--- config.mk ---
export PLATFORM = sky130hd
export DESIGN_NAME = x86_page_table_walker
export DESIGN_NICKNAME = d
export VERILOG_FILES = /design/src/hw/rtl/ptw_pkg.sv /design/src/hw/rtl/ptw_front.sv /design/src/hw/rtl/ptw_back.sv /design/src/hw/rtl/x86_page_table_walker.sv
export SDC_FILE = /design/constraint.sdc
export NUM_CORES = 1
export LEC_CHECK = 0
export ABC_AREA = 1
export BUFFER_PORTS_ARGS = -buffer_cell sky130_fd_sc_hd__buf_2
export CORE_MARGIN = 2
export CORE_UTILIZATION = 55
export DETAILED_ROUTE_END_ITERATION = 8
export PLACE_DENSITY = 0.76
export REMOVE_ABC_BUFFERS = 1
export SYNTH_ARGS = -nofsm -noshare
export SYNTH_HDL_FRONTEND = slang
export SYNTH_SLANG_ARGS = --single-unit
--- constraint.sdc ---
create_clock -name clk -period 8.92 [get_ports clk]
set_input_delay 0.892 -clock clk [delete_from_list [all_inputs] [get_ports clk]]
set_output_delay 0.892 -clock clk [all_outputs]
set_load 0.005 [all_outputs]
--- src/hw/rtl/ptw_pkg.sv ---
`default_nettype none

package ptw_pkg;

    // physical address width of the machine, 36 to 52
    localparam int PHYS_BITS = 52;

    localparam int ADDR_W    = 52;
    localparam int VADDR_W   = 48;
    localparam int DATA_W    = 64;
    localparam int LEVELS_W  = 3;
    localparam int CFG_IDX_W = 2;
    localparam int IDX_W     = 9;

    // depth of the queue between front and back and of the result queue
    localparam int Q_DEPTH = 2;
    localparam int Q_PTR_W = $clog2(Q_DEPTH);
    localparam int Q_CNT_W = $clog2(Q_DEPTH + 1);

    localparam logic [ADDR_W-1:0] PHYS_MASK =
        ADDR_W'((64'd1 << PHYS_BITS) - 64'd1);
    localparam logic [ADDR_W-1:0] FRAME_4K_MASK = PHYS_MASK & ~ADDR_W'(52'hFFF);
    localparam logic [ADDR_W-1:0] FRAME_2M_MASK = PHYS_MASK & ~ADDR_W'(52'h1FFFFF);
    localparam logic [ADDR_W-1:0] PAE_ROOT_MASK = PHYS_MASK & ~ADDR_W'(52'h1F);

    localparam logic [CFG_IDX_W-1:0] CFG_PAGING_LEVELS = 2'd0;
    localparam logic [CFG_IDX_W-1:0] CFG_ROOT_TABLE    = 2'd1;

    localparam logic [LEVELS_W-1:0] LEVELS_PAE  = 3'd3;
    localparam logic [LEVELS_W-1:0] LEVELS_LONG = 3'd4;

    localparam int PRESENT_BIT = 0;
    localparam int LARGE_BIT   = 7;

    typedef enum logic {
        OP_TRANSLATE = 1'b0,
        OP_READ_DATA = 1'b1
    } op_t;

    typedef enum logic {
        KIND_READ = 1'b0,
        KIND_DONE = 1'b1
    } kind_t;

    typedef enum logic [1:0] {
        STATUS_OK          = 2'd0,
        STATUS_NOT_PRESENT = 2'd1,
        STATUS_UNSUPPORTED = 2'd2
    } status_t;

    // table whose entry is awaited
    typedef enum logic [1:0] {
        LVL_PT   = 2'd0,
        LVL_PD   = 2'd1,
        LVL_PDP  = 2'd2,
        LVL_PML4 = 2'd3
    } level_t;

    // one input beat after classification
    typedef struct packed {
        logic                is_req;
        logic                unsup;
        level_t              start_level;
        logic [VADDR_W-1:0]  vaddr;
        logic [ADDR_W-1:0]   first_addr;
        logic                present;
        logic                big_page;
        logic [ADDR_W-1:0]   base;
    } mid_item_t;

    typedef struct packed {
        kind_t               kind;
        logic [ADDR_W-1:0]   read_addr;
        logic [DATA_W-1:0]   mach_addr;
        status_t             status;
    } res_t;

    function automatic logic [ADDR_W-1:0] entry_addr(
        input logic [ADDR_W-1:0] base,
        input logic [IDX_W-1:0]  idx
    );
        return base | ADDR_W'({idx, 3'b000});
    endfunction

endpackage

`default_nettype wire

--- src/hw/rtl/ptw_front.sv ---
`default_nettype none

module ptw_front
    import ptw_pkg::*;
(
    input  wire logic                 clk,
    input  wire logic                 rst_n,
    input  wire logic                 push,
    output logic                      full,
    input  wire logic                 op,
    input  wire logic [VADDR_W-1:0]   virt_addr,
    input  wire logic [DATA_W-1:0]    read_data,
    input  wire logic                 cfg_valid,
    output logic                      cfg_ready,
    input  wire logic [CFG_IDX_W-1:0] cfg_index,
    input  wire logic [ADDR_W-1:0]    cfg_data,
    output logic                      mid_valid,
    output mid_item_t                 mid_item,
    input  wire logic                 mid_ready
);

    logic [LEVELS_W-1:0] levels_reg;
    logic [ADDR_W-1:0]   root_reg;

    mid_item_t           item_next;
    mid_item_t           mem_reg [Q_DEPTH];
    logic [Q_PTR_W-1:0]  wr_ptr_reg;
    logic [Q_PTR_W-1:0]  rd_ptr_reg;
    logic [Q_CNT_W-1:0]  count_reg;
    logic [Q_CNT_W-1:0]  count_next;
    logic                wr_en;
    logic                rd_en;

    assign cfg_ready = 1'b1;

    always_ff @(posedge clk or negedge rst_n)
    begin
        if (!rst_n)
        begin
            levels_reg <= LEVELS_LONG;
            root_reg   <= '0;
        end
        else if (cfg_valid)
        begin
            if (cfg_index == CFG_PAGING_LEVELS)
                levels_reg <= cfg_data[LEVELS_W-1:0];
            else if (cfg_index == CFG_ROOT_TABLE)
                root_reg <= cfg_data;
        end
    end

    // classify the beat: first read address for a request, entry flags for data
    always_comb
    begin
        item_next.is_req   = (op == OP_TRANSLATE);
        item_next.vaddr    = virt_addr;
        item_next.present  = read_data[PRESENT_BIT];
        item_next.big_page = read_data[LARGE_BIT];
        item_next.base     = read_data[ADDR_W-1:0] & FRAME_4K_MASK;
        item_next.unsup    = (levels_reg < LEVELS_PAE);
        if (levels_reg >= LEVELS_LONG)
        begin
            item_next.start_level = LVL_PML4;
            item_next.first_addr  = entry_addr(root_reg & FRAME_4K_MASK,
                                               virt_addr[47:39]);
        end
        else
        begin
            item_next.start_level = LVL_PDP;
            item_next.first_addr  = entry_addr(root_reg & PAE_ROOT_MASK,
                                               IDX_W'(virt_addr[31:30]));
        end
    end

    assign full      = (count_reg == Q_CNT_W'(Q_DEPTH));
    assign wr_en     = push && !full;
    assign mid_valid = (count_reg != '0);
    assign rd_en     = mid_valid && mid_ready;
    assign mid_item  = mem_reg[rd_ptr_reg];

    assign count_next = count_reg + Q_CNT_W'(wr_en) - Q_CNT_W'(rd_en);

    always_ff @(posedge clk or negedge rst_n)
    begin
        if (!rst_n)
        begin
            wr_ptr_reg <= '0;
            rd_ptr_reg <= '0;
            count_reg  <= '0;
        end
        else
        begin
            if (wr_en)
                wr_ptr_reg <= wr_ptr_reg + 1'b1;
            if (rd_en)
                rd_ptr_reg <= rd_ptr_reg + 1'b1;
            count_reg <= count_next;
        end
    end

    always_ff @(posedge clk)
    begin
        if (wr_en)
            mem_reg[wr_ptr_reg] <= item_next;
    end

endmodule

`default_nettype wire

--- src/hw/rtl/ptw_back.sv ---
`default_nettype none

module ptw_back
    import ptw_pkg::*;
(
    input  wire logic      clk,
    input  wire logic      rst_n,
    input  wire logic      mid_valid,
    input  wire mid_item_t mid_item,
    output logic           mid_ready,
    output logic           empty,
    input  wire logic      pop,
    output res_t           res_head
);

    logic               busy_reg;
    logic               busy_next;
    level_t             level_reg;
    level_t             level_next;
    logic [VADDR_W-1:0] vaddr_reg;
    logic [VADDR_W-1:0] vaddr_next;

    logic               take;
    logic               res_push;
    res_t               res;

    res_t               mem_reg [Q_DEPTH];
    logic [Q_PTR_W-1:0] wr_ptr_reg;
    logic [Q_PTR_W-1:0] rd_ptr_reg;
    logic [Q_CNT_W-1:0] count_reg;
    logic [Q_CNT_W-1:0] count_next;
    logic               rd_en;

    assign mid_ready = (count_reg != Q_CNT_W'(Q_DEPTH));
    assign take      = mid_valid && mid_ready;

    always_comb
    begin
        busy_next  = busy_reg;
        level_next = level_reg;
        vaddr_next = vaddr_reg;
        res_push   = 1'b0;
        res        = '{kind: KIND_READ, read_addr: '0, mach_addr: '0,
                       status: STATUS_OK};
        if (take)
        begin
            if (mid_item.is_req)
            begin
                if (!busy_reg)
                begin
                    vaddr_next = mid_item.vaddr;
                    res_push   = 1'b1;
                    if (mid_item.unsup)
                    begin
                        res.kind      = KIND_DONE;
                        res.mach_addr = '1;
                        res.status    = STATUS_UNSUPPORTED;
                    end
                    else
                    begin
                        busy_next     = 1'b1;
                        level_next    = mid_item.start_level;
                        res.read_addr = mid_item.first_addr;
                    end
                end
            end
            else if (busy_reg)
            begin
                res_push = 1'b1;
                if (!mid_item.present)
                begin
                    res.kind      = KIND_DONE;
                    res.mach_addr = '1;
                    res.status    = STATUS_NOT_PRESENT;
                    busy_next     = 1'b0;
                    level_next    = LVL_PT;
                end
                else
                begin
                    unique case (level_reg)
                        LVL_PML4:
                        begin
                            level_next    = LVL_PDP;
                            res.read_addr = entry_addr(mid_item.base, vaddr_reg[38:30]);
                        end
                        LVL_PDP:
                        begin
                            level_next    = LVL_PD;
                            res.read_addr = entry_addr(mid_item.base, vaddr_reg[29:21]);
                        end
                        LVL_PD:
                        begin
                            if (mid_item.big_page)
                            begin
                                // 2M page ends the walk here
                                res.kind      = KIND_DONE;
                                res.mach_addr = DATA_W'((mid_item.base & FRAME_2M_MASK)
                                                | ADDR_W'(vaddr_reg[20:0]));
                                busy_next     = 1'b0;
                                level_next    = LVL_PT;
                            end
                            else
                            begin
                                level_next    = LVL_PT;
                                res.read_addr = entry_addr(mid_item.base,
                                                           vaddr_reg[20:12]);
                            end
                        end
                        LVL_PT:
                        begin
                            res.kind      = KIND_DONE;
                            res.mach_addr = DATA_W'(mid_item.base
                                            | ADDR_W'(vaddr_reg[11:0]));
                            busy_next     = 1'b0;
                            level_next    = LVL_PT;
                        end
                    endcase
                end
            end
        end
    end

    always_ff @(posedge clk or negedge rst_n)
    begin
        if (!rst_n)
        begin
            busy_reg  <= 1'b0;
            level_reg <= LVL_PT;
            vaddr_reg <= '0;
        end
        else
        begin
            busy_reg  <= busy_next;
            level_reg <= level_next;
            vaddr_reg <= vaddr_next;
        end
    end

    // result queue
    assign empty      = (count_reg == '0);
    assign rd_en      = pop && !empty;
    assign res_head   = mem_reg[rd_ptr_reg];
    assign count_next = count_reg + Q_CNT_W'(res_push) - Q_CNT_W'(rd_en);

    always_ff @(posedge clk or negedge rst_n)
    begin
        if (!rst_n)
        begin
            wr_ptr_reg <= '0;
            rd_ptr_reg <= '0;
            count_reg  <= '0;
        end
        else
        begin
            if (res_push)
                wr_ptr_reg <= wr_ptr_reg + 1'b1;
            if (rd_en)
                rd_ptr_reg <= rd_ptr_reg + 1'b1;
            count_reg <= count_next;
        end
    end

    always_ff @(posedge clk)
    begin
        if (res_push)
            mem_reg[wr_ptr_reg] <= res;
    end

    a_idle_level: assert property (@(posedge clk) disable iff (!rst_n)
        !busy_reg |-> level_reg == LVL_PT)
        else $error("idle walker holds a nonzero level");

    a_done_idle: assert property (@(posedge clk) disable iff (!rst_n)
        (res_push && res.kind == KIND_DONE) |=> !busy_reg)
        else $error("walker still busy after a finished translation");

    a_read_busy: assert property (@(posedge clk) disable iff (!rst_n)
        (res_push && res.kind == KIND_READ) |=> busy_reg)
        else $error("read request issued without a walk in progress");

    a_count_bound: assert property (@(posedge clk) disable iff (!rst_n)
        count_reg <= Q_CNT_W'(Q_DEPTH))
        else $error("result queue overflow");

endmodule

`default_nettype wire

--- src/hw/rtl/x86_page_table_walker.sv ---
// x86 page table walker for 4-level long mode and 3-level PAE. Each input beat is either a
// translate request or a returned table entry; each gives at most one result beat: a read
// request for the next entry, or a finished translation with status. The block takes one
// beat per cycle on each side unless full or an empty result queue holds it. A beat passes
// a 2-entry classify queue and a 2-entry result queue, and its result is registered in each
// before it reaches the outputs; full rises only when the result queue stays unpopped and
// both queues fill. Configuration writes are always ready and take effect on the next beat.
`default_nettype none

module x86_page_table_walker
    import ptw_pkg::*;
(
    input  wire logic                 clk,
    input  wire logic                 rst_n,
    input  wire logic                 push,
    output logic                      full,
    input  wire logic                 op,
    input  wire logic [VADDR_W-1:0]   virt_addr,
    input  wire logic [DATA_W-1:0]    read_data,
    output logic                      empty,
    input  wire logic                 pop,
    output logic                      kind,
    output logic [ADDR_W-1:0]         read_addr,
    output logic [DATA_W-1:0]         mach_addr,
    output logic [1:0]                status,
    input  wire logic                 cfg_valid,
    output logic                      cfg_ready,
    input  wire logic [CFG_IDX_W-1:0] cfg_index,
    input  wire logic [ADDR_W-1:0]    cfg_data
);

    logic      mid_valid;
    logic      mid_ready;
    mid_item_t mid_item;
    res_t      res_head;

    ptw_front u_front (
        .clk       (clk),
        .rst_n     (rst_n),
        .push      (push),
        .full      (full),
        .op        (op),
        .virt_addr (virt_addr),
        .read_data (read_data),
        .cfg_valid (cfg_valid),
        .cfg_ready (cfg_ready),
        .cfg_index (cfg_index),
        .cfg_data  (cfg_data),
        .mid_valid (mid_valid),
        .mid_item  (mid_item),
        .mid_ready (mid_ready)
    );

    ptw_back u_back (
        .clk       (clk),
        .rst_n     (rst_n),
        .mid_valid (mid_valid),
        .mid_item  (mid_item),
        .mid_ready (mid_ready),
        .empty     (empty),
        .pop       (pop),
        .res_head  (res_head)
    );

    assign kind      = res_head.kind;
    assign read_addr = res_head.read_addr;
    assign mach_addr = res_head.mach_addr;
    assign status    = res_head.status;

endmodule

`default_nettype wire

==> results of run 1 <==
worst min path at each step:
stage	startpoint	endpoint	slack [ns]	cells past startpoint
3_3_place_gp	u_front.root_reg[25]	u_front.mem_reg[0][67]	0.44	0
5_1_grt	rst_n	u_front.root_reg[14]	0.26	1
3_5_place_dp	u_front.root_reg[25]	u_front.mem_reg[1][67]	0.45	0
2_1_floorplan	u_front.root_reg[12]	u_front.mem_reg[0][54]	0.44	0
6_report	rst_n	u_front.root_reg[12]	0.25	1
4_1_cts	rst_n	u_front.root_reg[16]	0.24	1
where the power goes:
group          total, mW  switching, mW  leakage [nW]  internal [mW]
logic               3.66           2.61          4.79           1.05
registers           4.59          0.377          5.64           4.21
clock network       2.28          0.966         0.867           1.31
total               10.5           3.95          11.3           6.58
worst max-delay path, delay by kind of cell (launching register included):
family        cells  cell delay, ns
simple gates      2            0.95
fa+ha+maj         1            0.44
flops             1            1.11
buf+inv           3            1.79
cells by family after synthesis:
logic type | share of synthesized area [%]
flops | 71.0
xor+xnor | 0.259
buf+inv | 4.44
other cells | 0.0317
compound gates | 6.18
mux | 2.14
simple gates | 15.7
fa+ha+maj | 0.264
layout by cell type (no fill, tap or decap), types with 4 or more instances in the layout:
cell / n
a21oi_1: 123
buf_2: 264
buf_4: 20
clkbuf_1: 20
clkbuf_16: 57
clkbuf_8: 10
clkinv_1: 7
clkinv_2: 8
conb_1: 4
dfrtp_1: 96
edfxtp_1: 476
ha_1: 5
inv_1: 98
mux2_2: 45
nand2_1: 669
nand3_1: 38
nand4_1: 34
nor2_1: 113
nor2_4: 9
o211ai_1: 40
o21ai_0: 101
o21ai_1: 5
or2_2: 39
xnor2_1: 4
metal layers:
layer  up-vias  share of wire, %
met5         -             0.025
met4         2               3.2
met3       124               7.6
met2       675                49
met1      7500                40
li1       7394                 -
metrics by stage:
stage          setup WS [ns]  total power, mW  hold slack (ns)  utilization, %
2_1_floorplan          0.280             6.87            0.437               -
3_5_place_dp            4.20             8.30            0.450            59.0
3_3_place_gp            4.28             8.14            0.441            59.0
6_report                4.15             10.5            0.247            63.2
5_1_grt                 3.94             11.2            0.262            63.2
4_1_cts                 4.18             10.6            0.239            63.1
layout make-up:
cell class                      instances  area, µm²
Antenna cell                            3       7.51
Clock buffer                           87       1640
Clock inverter                         17        130
Fill cell                            3283      15800
Inverter                              104        395
Multi-Input combinational cell       1244       5900
Sequential cell                       576      16800
Tap cell                              546        683
Timing Repair Buffer                  284       1470
==> results.cfg, run 1 <==
[worst_setup_path]
startpoint = u_back.busy_reg
slowest_delay_ns = 1.11
path_class = register to register
crit_chain = inv_1, ha_1, or2_1, nor2_4, buf_4, buf_4
worst-path-max-fanout = 57
crit_arrival_ns = 4.99
cp_common_cell = buf_4
cp_data_required_time_ns = 9.14
endpoint_kind = register
rr_endpoint = u_back.mem_reg[1][115]
start_kind = register
r2r_start = u_back.busy_reg
crit_path_end = u_back.mem_reg[1][115]
worstRegToRegCells = 6
cpMaxStageDelayCell = dfrtp_2
reg2reg_slack_ns = 4.15

[drt]
finalWirelength_mm = 55.2
viasPerCell = 5.49
wl_per_cell_um = 19.3
drt_iter0_drc = 1339
vias = 15700
ant_nets = 0
first_pass_iters = 6
drc = 0

[hold_path]
hold_class = input port to async pin

[grt]
track_usage_pct = 25.0
first_global_vias = 15600
grt_pass1_wl_mm = 84.9
grt_max_degree = 79
antenna_found_initial = 3
overflow = 0
grt_busiest_layer = met2
grtUsageMet3_pct = 3.80
grt.met1_usage_pct = 32.8
grtUsageMet2_pct = 42.1

[cells_and_area]
finalNonFillerCells = 2861
drive_gt1_share_pct = 20.5
design_area_um2 = 27000
largest_register_ffs = 266
syn2layout_area_growth_pct = 14.2
nets = 2443

[placed_design]
portBuffers = 265
place.gp.congestion = 0.842
dp_hpwl_mm = 32.3
placed_area_um2 = 25300
place_inst = 2754

[timing]
final-hold-violation-count = 0
post-route-min-period_ns = 4.77
worst_clock_skew_ns = 0.0128
final-setup-viol-count = 0
worst_pin_slew_ns = 1.18
fmax_ghz = 0.210
finalCritPeriodShare_pct = 53.5
slew_headroom_pct = 20.8
setup_tns_ns = 0
drv_slew = 0
rsz0062_at_grt = false

[flow_run]
maxCapViolCount = 0

[logic_synthesis]
yosys_warnings = 0
synth_seq_area_share_pct = 71.0
synth_ff_type = edfxtp_1
synth-async-reset-ratio_pct = 17.4
synth_top_area_share_pct = 60.4
synth_commonest_cells = 669 x nand2_1, 476 x edfxtp_1, 123 x a21oi_1
yosysUniqueCellTypes = 35
syn_area_per_cell_um2 = 11.5
yosys.area.top_type = edfxtp_1
synth_edf_count = 476
synth_area_um2 = 23700
synthCells = 2059
yosysMostFrequentCell = nand2_1
synth_area_leaders = edfxtp_1 60%, nand2_1 11%, dfrtp_1 10%
yosys_register_bits = 576

[cts]
cts_buffers = 56
holdBufCountCts = 0
cts_tree = yes
clkLatencyLatePin_ns = 0.60
h-tree-depth = 2
cts-resized-gates = 0
post_cts_buffers = 0
clkSinkCount = 576
cts_buffer_depth = 3
clk_pin_slew_worst_paths_ns = 0.07
cts-root-buf = clkbuf_16

[die]
dieArea_um2 = 44700
start_util_pct = 55.3
die_y_um = 211
row_count = 76
die_x_um = 211
ios = 294
coreArea_um2 = 42800

[power_and_ir_drop]
p_leak_nw = 11.3
ir_drop_mv = 0.204
p_per_area_nw_per_um2 = 390

[run_status]
outcome = finished clean
(Power assumes the default switching activity.)
==> run 2: changes to the inputs <==
- clock period: 8.92 -> 4.5 ns (I/O delays scaled with it)
==> results.cfg, run 2 (synthesis gave the netlist of run 1 again) <==
[run_status]
outcome = finished clean

[timing]
fin_ws_ns = 0.942
finalCritPeriodShare_pct = 79.1
slew_headroom_pct = 24.4
fmax_ghz = 0.281
setup_tns_ns = 0
final-hold-violation-count = 0
final-setup-viol-count = 0
post-route-min-period_ns = 3.56
worst_clock_skew_ns = 0.0188
whs_ns = 0.0272
drv_slew = 0
rsz0062_at_grt = false
worst_pin_slew_ns = 1.13

[placed_design]
place_inst = 2759
dp_hpwl_mm = 32.9
portBuffers = 265
place.gp.congestion = 0.797
preCtsSetupSlack_ns = 0.992

[cts]
clkSinkCount = 576
clk_pin_slew_worst_paths_ns = 0.06
cts_tree = yes
h-tree-depth = 2
holdBufCountCts = 7
cts-root-buf = clkbuf_16
clkLatencyLatePin_ns = 0.61
cts-resized-gates = 0
cts_buffers = 58
cts_buffer_depth = 3
post_cts_buffers = 0

[worst_setup_path]
endpoint_kind = register
cp_common_cell = nand2_1
startpoint = u_front.rd_ptr_reg
slowest_delay_ns = 0.85
start_kind = register
r2r_start = u_front.rd_ptr_reg
reg2reg_slack_ns = 0.94
crit_arrival_ns = 3.95
rr_endpoint = u_back.mem_reg[1][47]
worst-path-max-fanout = 48
worstRegToRegCells = 7
cp_data_required_time_ns = 4.89
crit_path_end = u_back.mem_reg[1][47]
cpMaxStageDelayCell = nand3_2
path_class = register to register
crit_chain = buf_4, nand2_1, nand2_1, nor2_4, nand2_4, nand3_2, a21oi_1

[die]
row_count = 76
start_util_pct = 55.3
dieArea_um2 = 44700
die_x_um = 211
ios = 294
die_y_um = 211
coreArea_um2 = 42800

[cells_and_area]
nets = 2457
fillerInstances = 3212
syn2layout_area_growth_pct = 16.3
layout_common_cells = 669 x nand2_1, 476 x edfxtp_1, 264 x buf_2
drive_gt1_share_pct = 20.9
largest_register_ffs = 266
layout_commonest_cell = nand2_1
finalNonFillerCells = 2878
regArea_um2 = 16800
multi_input_area_um2 = 5900

[grt]
antenna_found_initial = 4
grt_max_degree = 131
track_usage_pct = 25.0
first_global_vias = 15300
overflow = 0
grt_pass1_wl_mm = 84.1

[drt]
viasPerCell = 5.49
drt_iter0_drc = 1366
vias = 15800
ant_nets = 0
wl_per_cell_um = 19.5
first_pass_iters = 5
finalWirelength_mm = 56.0
drc = 0

[power_and_ir_drop]
p_int_mw = 13.7
power.share.clock_pct = 23.6
ir_drop_mv = 0.464
p_sw_share_pct = 36.9
share_seq_of_total_power_pct = 41.5
p_total_mw = 21.7
p_per_area_nw_per_um2 = 789
p_comb_share_pct = 34.9
p_switching_mw = 8.00
p_leak_nw = 11.5

[flow_run]
maxCapViolCount = 0

[hold_path]
hold_class = input port to async pin
-- run 2: final cells by class --
| cell class | count | area share (%) |
|---|---|---|
| Tap cell | 546 | 2.48 |
| Antenna cell | 3 | 0.0273 |
| Timing Repair Buffer | 296 | 6.10 |
| Inverter | 104 | 1.44 |
| Multi-Input combinational cell | 1244 | 21.4 |
| Clock inverter | 30 | 1.60 |
| Sequential cell | 576 | 61.1 |
| Clock buffer | 79 | 5.86 |
-- run 2: layer usage --
metal	track usage [%]	routed length [µm]	vias up
met2	42.9	27900	631
met3	4.14	3990	111
li1	-	-	7436
met4	8.86	1620	2
met5	0	12	-
met1	32.4	22500	7612
-- run 2: power by group through the flow --
stage	Clock [mW]	Combinational, mW	Sequential [mW]
after floorplan	0	4.27	9.34
after global placement	0	7.31	9.00
after detailed placement	0	7.57	9.10
after CTS	5.19	7.62	9.00
after global routing	5.40	8.38	9.17
final	5.12	7.58	9.00
-- run 2: worst min-delay path by stage --
stage	slack, ns	startpoint	endpoint
5_1_grt	0.009	read_data[19]	u_front.mem_reg[1][7]
3_5_place_dp	0.45	u_front.root_reg[27]	u_front.mem_reg[1][69]
4_1_cts	0.002	read_data[43]	u_front.mem_reg[0][31]
2_1_floorplan	0.15	rst_n	u_back.busy_reg
3_3_place_gp	0.44	u_front.root_reg[39]	u_front.mem_reg[1][81]
6_report	0.03	rst_n	u_front.root_reg[14]
-- run 2: stage by stage --
step	instance area (µm²)	utilization [%]
after floorplan	23000	-
after global placement	25400	59.3
after detailed placement	25400	59.3
after CTS	27500	64.3
after global routing	27500	64.3
final	27500	64.3
-- run 2: worst max-delay path: cells and delay by family, from the launching register on --
family	cells	cell delay [ns]
and+or+nand+nor	5	1.42
buffers and inverters	1	0.54
DFF	1	0.76
AOI/OAI and AO/OA	1	0.53
==> run 3: changes to the inputs <==
- clock period: 4.5 -> 3.39 ns (I/O delays scaled with it)
==> results.cfg, run 3 (synthesis gave the netlist of run 1 again) <==
[grt]
grt_max_degree = 134
first_global_vias = 16300
track_usage_pct = 25.9
antenna_found_initial = 2
overflow = 0
grt_pass1_wl_mm = 87.8

[worst_setup_path]
worst-path-max-fanout = 62
r2r_start = u_front.rd_ptr_reg
path_class = register to output pin
startpoint = u_back.rd_ptr_reg
endpoint_kind = output pin
reg2reg_slack_ns = 0.33
cp_data_required_time_ns = 3.05
rr_endpoint = u_back.mem_reg[0][11]
worstRegToRegCells = 7
start_kind = register
crit_arrival_ns = 2.76

[cells_and_area]
finalNonFillerCells = 2994
regArea_um2 = 16800
layout_common_cells = 669 x nand2_1, 476 x edfxtp_1, 264 x buf_2
layout_commonest_cell = nand2_1
largest_register_ffs = 266
nets = 2577
design_area_um2 = 28400
multi_input_area_um2 = 5900
fillerInstances = 3118
final_util_pct = 66.4
drive_gt1_share_pct = 19.5
syn2layout_area_growth_pct = 20.0

[placed_design]
preCtsSetupSlack_ns = 0.421
portBuffers = 265
placed_area_um2 = 25400
place.gp.congestion = 0.848
dp_hpwl_mm = 32.3
place_inst = 2764

[cts]
clkSinkCount = 576
cts_buffers = 55
cts_tree = yes
clk_pin_slew_worst_paths_ns = 0.06
cts-root-buf = clkbuf_16
clkLatencyLatePin_ns = 0.60
cts_buffer_depth = 3
h-tree-depth = 2
cts-resized-gates = 0

[drt]
drt_iter0_drc = 1354
first_pass_iters = 8
wl_per_cell_um = 19.1
vias = 16300
finalWirelength_mm = 57.2
drc = 0
ant_nets = 0
viasPerCell = 5.43

[power_and_ir_drop]
power.share.clock_pct = 21.0
p_sw_share_pct = 37.6
ir_drop_mv = 0.774
p_switching_mw = 10.5
share_seq_of_total_power_pct = 42.5
p_total_mw = 28.0
p_comb_share_pct = 36.4
p_per_area_nw_per_um2 = 985
p_leak_nw = 11.9
p_int_mw = 17.5

[die]
coreArea_um2 = 42800
die_x_um = 211
ios = 294
die_y_um = 211
row_count = 76
start_util_pct = 55.3
dieArea_um2 = 44700

[hold_path]
hold_depth = 2
whs_endpoint = u_front.root_reg[40]
min-delay-start = cfg_data[40]
hold_class = input port to register

[timing]
finalCritPeriodShare_pct = 91.4
fmax_ghz = 0.323
final-setup-viol-count = 0
rsz0062_at_grt = false
drv_slew = 0
whs_ns = 0.0247
post-route-min-period_ns = 3.10
worst_clock_skew_ns = 0.0153
final-hold-violation-count = 0
slew_headroom_pct = 20.3
setup_tns_ns = 0
worst_pin_slew_ns = 1.19
fin_ws_ns = 0.293

[flow_run]
maxCapViolCount = 0

[run_status]
outcome = finished clean
## run 3: cell count changes in the layout (fill, tap and decap cells not counted), moves of 4 or more
cell           previous run  this run
buf_4                    17        22
bufinv_16                11         2
clkbuf_1                 16        24
clkbuf_16                61        57
clkbuf_8                  2         6
dlygate4sd3_1             7       125
## run 3: how the worst max path moves through the flow
stage / cells after the start / to
final: 4 / mach_addr[54]
after global placement: 7 / u_back.mem_reg[0][37]
after global routing: 4 / mach_addr[54]
after detailed placement: 7 / u_back.mem_reg[1][3]
after floorplan: 5 / u_back.mem_reg[0][0]
after CTS: 4 / mach_addr[54]
## run 3: critical path, stage by stage (launching register included)
cell     delay [ns]
dfrtp_4        0.80
buf_4          0.70
nand2_1        0.10
nand2_1        0.31
buf_2          0.19
## run 3: power groups by stage
stage,logic [mW],clock network [mW],registers (mW)
global route,11.3,6.25,12.1
floorplan,5.51,0,12.1
finish,10.2,5.89,11.9
CTS,10.2,5.97,11.9
global placement,9.73,0,11.9
detailed placement,10.0,0,12.0
## run 3: repair_timing
| action | in CTS | in global routing |
|---|---|---|
| hold buffers | 125 | 0 |
| hold endpoints to repair | 263 | 0 |
| buffers inserted | 0 | 0 |
## run 3: metal layers
| layer | GRT usage (%) | vias up | part of all wire (%) |
|---|---|---|---|
| met3 | 4.02 | 117 | 7.1 |
| met5 | 0 | - | 0 |
| met2 | 44.8 | 709 | 50 |
| li1 | - | 7670 | - |
| met1 | 33.1 | 7763 | 40 |
| met4 | 9.91 | 0 | 3.0 |
## run 3: area by class of cell
| class | count | share of cell area (%) |
|---|---|---|
| Timing Repair Buffer | 419 | 10.2 |
| Clock inverter | 16 | 0.436 |
| Tap cell | 546 | 2.40 |
| Sequential cell | 576 | 59.2 |
| Antenna cell | 2 | 0.0176 |
| Clock buffer | 87 | 5.63 |
| Multi-Input combinational cell | 1244 | 20.8 |
| Inverter | 104 | 1.39 |
